**src/sv/sdmc_pkg.sv**
```systemverilog
`timescale 1ns / 1ps
// Shared types and constants for the six-component mean and covariance block.
package sdmc_pkg;

    localparam int NCOMP = 6;
    localparam int NTRI  = 21;
    localparam int COMP_W = 24;
    localparam int VAL_W  = 48;
    localparam int SUM_W  = 34;
    localparam int PSUM_W = 58;
    localparam int CNT_W  = 11;

    typedef struct packed {
        logic signed [COMP_W-1:0] comp0;
        logic signed [COMP_W-1:0] comp1;
        logic signed [COMP_W-1:0] comp2;
        logic signed [COMP_W-1:0] comp3;
        logic signed [COMP_W-1:0] comp4;
        logic signed [COMP_W-1:0] comp5;
        logic                     final_sample;
    } sample_t;

    typedef struct packed {
        logic                    kind;
        logic [2:0]              row;
        logic [2:0]              col;
        logic signed [VAL_W-1:0] value;
        logic                    dropped;
        logic                    end_of_run;
    } result_t;

    localparam logic KIND_MEAN = 1'b0;
    localparam logic KIND_COV  = 1'b1;

    typedef enum logic [2:0] {
        ST_ACC,
        ST_MEAN,
        ST_COV_MUL,
        ST_COV_DIV,
        ST_OUT
    } back_state_t;

    // Lower-triangle row/col for t = 0..20
    function automatic logic [2:0] tri_row(input logic [4:0] t);
        logic [2:0] r;
        r = 3'd0;
        if (t >= 5'd1)  r = 3'd1;
        if (t >= 5'd3)  r = 3'd2;
        if (t >= 5'd6)  r = 3'd3;
        if (t >= 5'd10) r = 3'd4;
        if (t >= 5'd15) r = 3'd5;
        return r;
    endfunction

    function automatic logic [2:0] tri_col(input logic [4:0] t);
        logic [4:0] base;
        logic [2:0] r;
        r = tri_row(t);
        base = (5'(r) * (5'(r) + 5'd1)) >> 1;
        return 3'(t - base);
    endfunction

endpackage

```
**src/sv/sdmc_fifo.sv**
```systemverilog
`timescale 1ns / 1ps
// Small sample queue between the front end and the accumulator back end.
module sdmc_fifo #(
    parameter int DEPTH_LOG2 = 2
) (
    input  logic                clk,
    input  logic                rst_n,
    input  logic                wr_valid,
    output logic                wr_ready,
    input  sdmc_pkg::sample_t   wr_data,
    output logic                rd_valid,
    input  logic                rd_ready,
    output sdmc_pkg::sample_t   rd_data
);
    import sdmc_pkg::*;

    localparam int DEPTH = 1 << DEPTH_LOG2;

    sample_t                 mem_reg [DEPTH];
    logic [DEPTH_LOG2-1:0]   wp_reg, rp_reg;
    logic [DEPTH_LOG2:0]     cnt_reg;

    assign wr_ready = (cnt_reg != (DEPTH_LOG2+1)'(DEPTH));
    assign rd_valid = (cnt_reg != '0);
    assign rd_data  = mem_reg[rp_reg];

    always_ff @(posedge clk)
    begin
        if (wr_valid && wr_ready)
            mem_reg[wp_reg] <= wr_data;
    end

    always_ff @(posedge clk or negedge rst_n)
    begin
        if (!rst_n)
        begin
            wp_reg  <= '0;
            rp_reg  <= '0;
            cnt_reg <= '0;
        end
        else
        begin
            if (wr_valid && wr_ready)
                wp_reg <= wp_reg + 1'b1;
            if (rd_valid && rd_ready)
                rp_reg <= rp_reg + 1'b1;
            cnt_reg <= cnt_reg + (DEPTH_LOG2+1)'(wr_valid && wr_ready)
                               - (DEPTH_LOG2+1)'(rd_valid && rd_ready);
        end
    end
endmodule

```
**config.mk**
```make
export PLATFORM = sky130hd
export DESIGN_NAME = sdmc_fifo
export DESIGN_NICKNAME = d
export VERILOG_FILES = /design/src/sv/sdmc_pkg.sv /design/src/sv/sdmc_fifo.sv
export SDC_FILE = /design/constraint.sdc
export NUM_CORES = 1
export LEC_CHECK = 0
export BUFFER_PORTS_ARGS = -buffer_cell sky130_fd_sc_hd__buf_2
export CORE_MARGIN = 2
export CORE_UTILIZATION = 57
export CTS_CLUSTER_SIZE = 12
export DETAILED_ROUTE_END_ITERATION = 8
export PLACE_DENSITY = 0.79
export SYNTH_ARGS = -nofsm -noshare
export SYNTH_HDL_FRONTEND = slang
export SYNTH_SLANG_ARGS = --single-unit
```
**constraint.sdc**
```tcl
create_clock -name clk -period 6.3 [get_ports clk]
set_input_delay 0.315 -clock clk [delete_from_list [all_inputs] [get_ports clk]]
set_output_delay 0.315 -clock clk [all_outputs]
set_load 0.02 [all_outputs]
```
==> results of run 1 <==
-- where the power goes --
group	total (W)	switching, W	internal [W]	leakage [nW]
Combinational	0.00385	0.00226	0.00158	2.88
Sequential	0.00551	0.000352	0.00516	5.39
Clock	0.00303	0.00133	0.00169	0.779
-- metrics by stage --
step	worst slack, ns	util [%]	instance area (sq um)	hold slack (ns)
2_1_floorplan	1.70	-	21500	0.0194
3_3_place_gp	3.40	62.5	23400	0.155
3_5_place_dp	3.41	62.5	23400	0.152
4_1_cts	2.77	70.7	26500	0.0353
5_1_grt	2.62	70.8	26500	0.0622
6_report	2.86	70.8	26500	0.0614
-- cells in the final DEF, fill, tap and decap left out, types with 5 or more instances in the layout --
cell type	n
ha_1	6
buf_4	9
clkbuf_1	15
edfxtp_1	580
inv_1	6
diode_2	8
dlygate4sd3_1	146
dfrtp_1	5
mux4_2	145
buf_2	295
clkbuf_16	59
clkinv_1	7
-- layer usage --
| layer | share of wire (%) | global-route usage (%) |
|---|---|---|
| met3 | 7.1 | 5.74 |
| met2 | 53 | 37.8 |
| met5 | 0.035 | 0 |
| met1 | 38 | 29.1 |
| met4 | 2.2 | 6.32 |
-- critical path: cells and delay by family (launching register included) --
| kind | cells | cell delay, ns |
|---|---|---|
| flip-flops | 1 | 0.84 |
| multiplexers | 1 | 0.62 |
| buffers and inverters | 2 | 0.99 |
-- final cells by class --
class | instances | area (sq um) | share of cell area (%)
clock buffers | 75 | 1550 | 5.84
diodes | 8 | 20.0 | 0.0756
multi-input cells | 173 | 3540 | 13.4
well taps | 511 | 639 | 2.42
repair buffers | 452 | 3050 | 11.5
inverters | 6 | 22.5 | 0.0851
clock inverters | 12 | 57.6 | 0.217
flip-flops and latches | 587 | 17600 | 66.5
-- worst min path at each step --
| stage | to | cells past startpoint | from | slack, ns |
|---|---|---|---|---|
| floorplan | cnt_reg[0]$_DFF_PN0_ | 0 | rst_n | 0.02 |
| global placement | rp_reg[0]$_DFFE_PN0P_ | 1 | rst_n | 0.15 |
| detailed placement | rp_reg[0]$_DFFE_PN0P_ | 1 | rst_n | 0.15 |
| CTS | wp_reg[1]$_DFFE_PN0P_ | 3 | wr_valid | 0.04 |
| global route | rp_reg[1]$_DFFE_PN0P_ | 3 | rd_ready | 0.06 |
| finish | wp_reg[1]$_DFFE_PN0P_ | 3 | wr_valid | 0.06 |
-- cells by family (layout without fill, tap and decap cells) --
logic type | Yosys count | after routing | synth area share, %
multiplexers | 145 | 145 | 15.2
adder cells (fa/ha/maj) | 7 | 7 | 0.442
AND/OR/NAND/NOR | 13 | 13 | 0.465
XOR/XNOR | 4 | 4 | 0.163
buffers and inverters | 39 | 545 | 1.79
AO/OA/AOI/OAI | 4 | 4 | 0.151
other | 0 | 8 | 0
flip-flops | 587 | 587 | 81.8
==> summary.md, run 1 <==
| Metric | Value |
|---|---|
| Core Area | `37,400 sq um` |
| Post_cts resized | `0` |
| Minimum clock period after layout | `3.44 ns` |
| Initial antenna violation count | `8` |
| Crit-path slowest cell | `dfrtp_4` |
| Slew HR | `26.1%` |
| Largest net degree at the start of global routing | `146` |
| Synth top area cells | `edfxtp_1, mux4_2, buf_12` |
| CTS clk-pin slew, worst paths | `0.06 ns` |
| Count leader, synth | `edfxtp_1` |
| Synth Flop Type | `edfxtp_1` |
| CTS tree | `built` |
| Status | `complete, no violations` |
| Placed Instances | `1,583` |
| Worst R2R End | `mem_reg[1][75]$_DFFE_PP_` |
| Die X-Extent | `198 microns` |
| Hold Path Class | `in2reg` |
| Via count | `10,200` |
| Power Total | `0.0124 W` |
| Leakage | `9.06 nW` |
| Io pins | `296` |
| Iteration-0 DRC Markers | `654` |
| Drt first pass iters | `5` |
| DIE AREA | `39,300 sq um` |
| Accumulated negative setup slack | `0 ns` |
| Worst-Margin Slew | `1.11 ns` |
| CP required | `5.98 ns` |
| Post-Syn Area per Cell | `26.9 sq um` |
| Unrepaired setup endpoints after global routing | `no` |
| Max Cap Violations | `0` |
| Clock Sinks | `587` |
| Reg2Reg Depth | `3` |
| Max FFs per register | `580` |
| Hold buffer count at cts | `146` |
| Area Growth Syn to Fin | `23.1%` |
| Share of cells above drive strength 1 | `40.0%` |
| Post-synth top area cell | `edfxtp_1` |
| Syn Inst Count | `799` |
| Clk buf depth | `3` |
| Period utilization | `54.7%` |
| Die Span Y | `198 microns` |
| DPL Wire Length | `22,300 microns` |
| Worst setup SP type | `flop` |
| Ys Warns | `0` |
| Drt wl/cell | `23.7 microns` |
| Setup Buffers After CTS | `0` |
| Layout Cells excl Fill | `1,824` |
| Peak supply drop | `0.413 mV` |
| IO Port Bufs | `295` |
| Starting Density | `57.5%` |
| Seq/Total Area, Yosys | `81.8%` |
| Reg2reg start | `cnt_reg[1]$_DFF_PN0_` |
| Slew Limit Fails | `0` |
| Fillers | `2,176` |
| Post-Syn Nets | `955` |
| GRT overflow | `0` |
| Critical-path cell list | `buf_4 -> mux4_2 -> buf_2` |
| Post-route ant nets | `0` |
| Crit. End Element | `output port` |
| # setup viols final | `0` |
| Clk Tree Root Cell | `clkbuf_16` |
| R2r setup slk | `3.44 ns` |
| Crit-path max FO | `44` |
| CP peak stage delay | `0.84 ns` |
| Hold Vio Cnt, Final | `0` |
| H-tree depth | `2` |
| WS Path Type | `reg2out` |
| Netlist Area Pre-Place | `21,500 sq um` |
| GRT Total Usage | `22.3%` |
| First-pass GRT wire length | `64,200 microns` |
| Layout Skew | `0.0140 ns` |
| Synthesized flop and latch total | `587` |
| Vias in the first global route | `10,700` |
| Crit path from | `rp_reg[0]$_DFFE_PN0P_` |
| Netlist cell types | `22` |
| Pwr Density | `468 nW/um^2` |
| Worst-Skew Late Latency | `0.59 ns` |
| Post-Route WL | `43,200 microns` |
| Num CTS Buffers | `57` |
| Fmax | `290 MHz` |
| Via/cell ratio | `5.58` |
| Worst Path Arrival | `3.13 ns` |
| Nets@finish | `1,433` |
| Top cell type's share of synthesized area | `81.0%` |
| Worst Setup EP | `rd_data[122]` |
| Asr flop ratio synth | `1.19%` |
| FP Rows | `71` |
| Synth top cells by count | `edfxtp_1, mux4_2, buf_2, buf_12, dfrtp_1` |
| RePlAce Congestion | `0.745` |
| EDFF count, synth | `580` |
| DRC viols | `0` |
Note: power is estimated with default switching activity, not from simulation.
==> inputs of run 2 (changes only) <==
--- a/config.mk
+++ b/config.mk
@@ -7,10 +7,10 @@
 export LEC_CHECK = 0
 export BUFFER_PORTS_ARGS = -buffer_cell sky130_fd_sc_hd__buf_2
 export CORE_MARGIN = 2
-export CORE_UTILIZATION = 57
+export CORE_UTILIZATION = 51
 export CTS_CLUSTER_SIZE = 12
 export DETAILED_ROUTE_END_ITERATION = 8
-export PLACE_DENSITY = 0.79
+export PLACE_DENSITY = 0.75
 export SYNTH_ARGS = -nofsm -noshare
 export SYNTH_HDL_FRONTEND = slang
 export SYNTH_SLANG_ARGS = --single-unit
==> constraint.sdc (replaced) <==
create_clock -name clk -period 3 [get_ports clk]
set_input_delay 0.15 -clock clk [delete_from_list [all_inputs] [get_ports clk]]
set_output_delay 0.15 -clock clk [all_outputs]
set_load 0.02 [all_outputs]
==> run 2 against run 1 <==
Effect of this change: cell area rose by 1.8%; final cell count rose by 3.3%; critical path depth rose by 6; combinational power rose by 120%; global-route usage fell by 2.9 points; via count rose by 0.40%; sequential share of layout area fell by 1.2 points; sequential power rose by 110%; utilization fell by 6.2 points.
==> summary.md, run 2 (synthesis results as in run 1) <==
| Metric | Value |
|---|---|
| Worst Setup EP | `cnt_reg[2]$_DFF_PN0_` |
| Clk buf depth | `3` |
| Io pins | `296` |
| First-pass GRT wire length | `64,500 microns` |
| Max FFs per register | `580` |
| Vias in the first global route | `11,100` |
| Fillers | `2,639` |
| Num CTS Buffers | `58` |
| Die Span Y | `209 microns` |
| CTS clk-pin slew, worst paths | `0.06 ns` |
| Drt wl/cell | `22.3 microns` |
| GRT Total Usage | `19.5%` |
| Pre-CTS setup slack | `0.315 ns` |
| Most common cell after layout, fill and taps aside | `edfxtp_1` |
| # setup viols final | `0` |
| H-tree depth | `2` |
| Clock Sinks | `587` |
| R2r setup slk | `0.25 ns` |
| FP Rows | `75` |
| Post-route ant nets | `0` |
| Worst R2R End | `cnt_reg[2]$_DFF_PN0_` |
| Leakage | `9.28 nW` |
| Nets@finish | `1,465` |
| Slew Limit Fails | `0` |
| Area Growth Syn to Fin | `25.4%` |
| Pwr Density | `981 nW/um^2` |
| Minimum clock period after layout | `2.75 ns` |
| DRC viols | `0` |
| Fmax | `363 MHz` |
| Share of cells above drive strength 1 | `41.0%` |
| WS Path Type | `reg2reg` |
| Post_cts resized | `0` |
| Reg2Reg Depth | `9` |
| DIE AREA | `43,800 sq um` |
| Commonest cells after routing, fill and taps aside | `edfxtp_1, buf_2, dlygate4sd3_1` |
| Status | `complete, no violations` |
| DPL Wire Length | `24,900 microns` |
| Post-Route WL | `42,000 microns` |
| Accumulated negative setup slack | `0 ns` |
| Register area | `17,600 sq um` |
| Worst setup SP type | `flop` |
| Crit path from | `cnt_reg[1]$_DFF_PN0_` |
| CTS tree | `built` |
| IO Port Bufs | `295` |
| Hold Vio Cnt, Final | `0` |
| Drt first pass iters | `5` |
| GRT overflow | `0` |
| Final setup margin | `0.246 ns` |
| Worst Path Arrival | `3.25 ns` |
| Crit-path max FO | `8` |
| Via/cell ratio | `5.42` |
| CP required | `3.50 ns` |
| Starting Density | `51.5%` |
| Via count | `10,200` |
| Initial antenna violation count | `1` |
| Worst-Skew Late Latency | `0.59 ns` |
| Period utilization | `91.8%` |
| Core Area | `41,800 sq um` |
| Layout Skew | `0.0104 ns` |
| Final Hold Slack | `0.315 ns` |
| Peak supply drop | `0.644 mV` |
| Largest net degree at the start of global routing | `56` |
| Hold_sp | `wr_data[144]` |
| Crit. End Element | `flop` |
| RePlAce Congestion | `0.792` |
| Final Cell Area | `27,000 sq um` |
| Reg2reg start | `cnt_reg[1]$_DFF_PN0_` |
| Hold Path Class | `in2reg` |
| Area occupied by multi-input gates | `3540 sq um` |
| Slew HR | `48.2%` |
| Die X-Extent | `209 microns` |
| Worst-Margin Slew | `0.775 ns` |
| Area after DPL | `23,800 sq um` |
| Clk Tree Root Cell | `clkbuf_16` |
| Iteration-0 DRC Markers | `722` |
| Max Cap Violations | `0` |
| Unrepaired setup endpoints after global routing | `no` |
-- run 2: changes by cell type in the layout (fill, tap and decap cells not counted) --
cell           previous run  this run
buf_12                    2        15
clkbuf_16                59        61
inv_6                     1         0
diode_2                   8         1
buf_4                     9        24
dlygate4sd3_1           146       149
clkbuf_1                 15        22
-- run 2: report_power, final --
group	internal [W]	leakage [nW]	switching (W)	total (W)
logic	0.00364	3.08	0.00502	0.00866
clock network	0.00370	0.808	0.00275	0.00645
registers	0.0108	5.39	0.000564	0.0114
-- run 2: layout make-up --
type / count / area share [%]
sequential: 587 / 65.3
multi-input combinational: 173 / 13.1
timing repair buffer: 483 / 12.8
clock buffer: 84 / 6.02
tap: 539 / 2.50
clock inverter: 11 / 0.181
inverter: 6 / 0.0835
antenna: 1 / 0.00928
-- run 2: how the worst min path moves through the flow --
stage | end | slack, ns | cells after the start
2_1_floorplan | cnt_reg[0]$_DFF_PN0_ | -0.15 | 0
3_3_place_gp | cnt_reg[0]$_DFF_PN0_ | -0.004 | 1
3_5_place_dp | cnt_reg[1]$_DFF_PN0_ | 0.007 | 1
4_1_cts | mem_reg[3][37]$_DFFE_PP_ | 0.27 | 2
5_1_grt | mem_reg[2][131]$_DFFE_PP_ | 0.29 | 2
6_report | mem_reg[1][144]$_DFFE_PP_ | 0.32 | 2
-- run 2: critical path, stage by stage (launching register included) --
cell	delay (ns)
dfrtp_1	0.49
nor3b_1	0.70
nand2b_1	0.20
ha_1	0.23
inv_1	0.06
ha_1	0.16
inv_1	0.07
fa_1	0.40
xnor2_1	0.20
xnor2_1	0.15
-- run 2: metal layers --
layer | vias up | GRT usage (%) | part of all wire, %
met3 | 71 | 4.29 | 6.3
li1 | 4488 | - | -
met1 | 5314 | 25.9 | 41
met4 | 0 | 6.82 | 2.5
met2 | 346 | 32.2 | 51
met5 | - | 0 | 0
-- run 2: stage by stage --
stage	total power (W)	util, %	cells
after floorplan	0.0174	-	799
after detailed placement	0.0202	57.0	1639
after CTS	0.0268	64.6	1883
after global placement	0.0200	57.0	1639
after global routing	0.0276	64.6	1884
final	0.0265	64.6	1884
-- run 2: timing repair --
action,4_1_cts,5_1_grt
endpoints found under the hold margin,591,0
buffers inserted,0,0
hold buffers,149,0
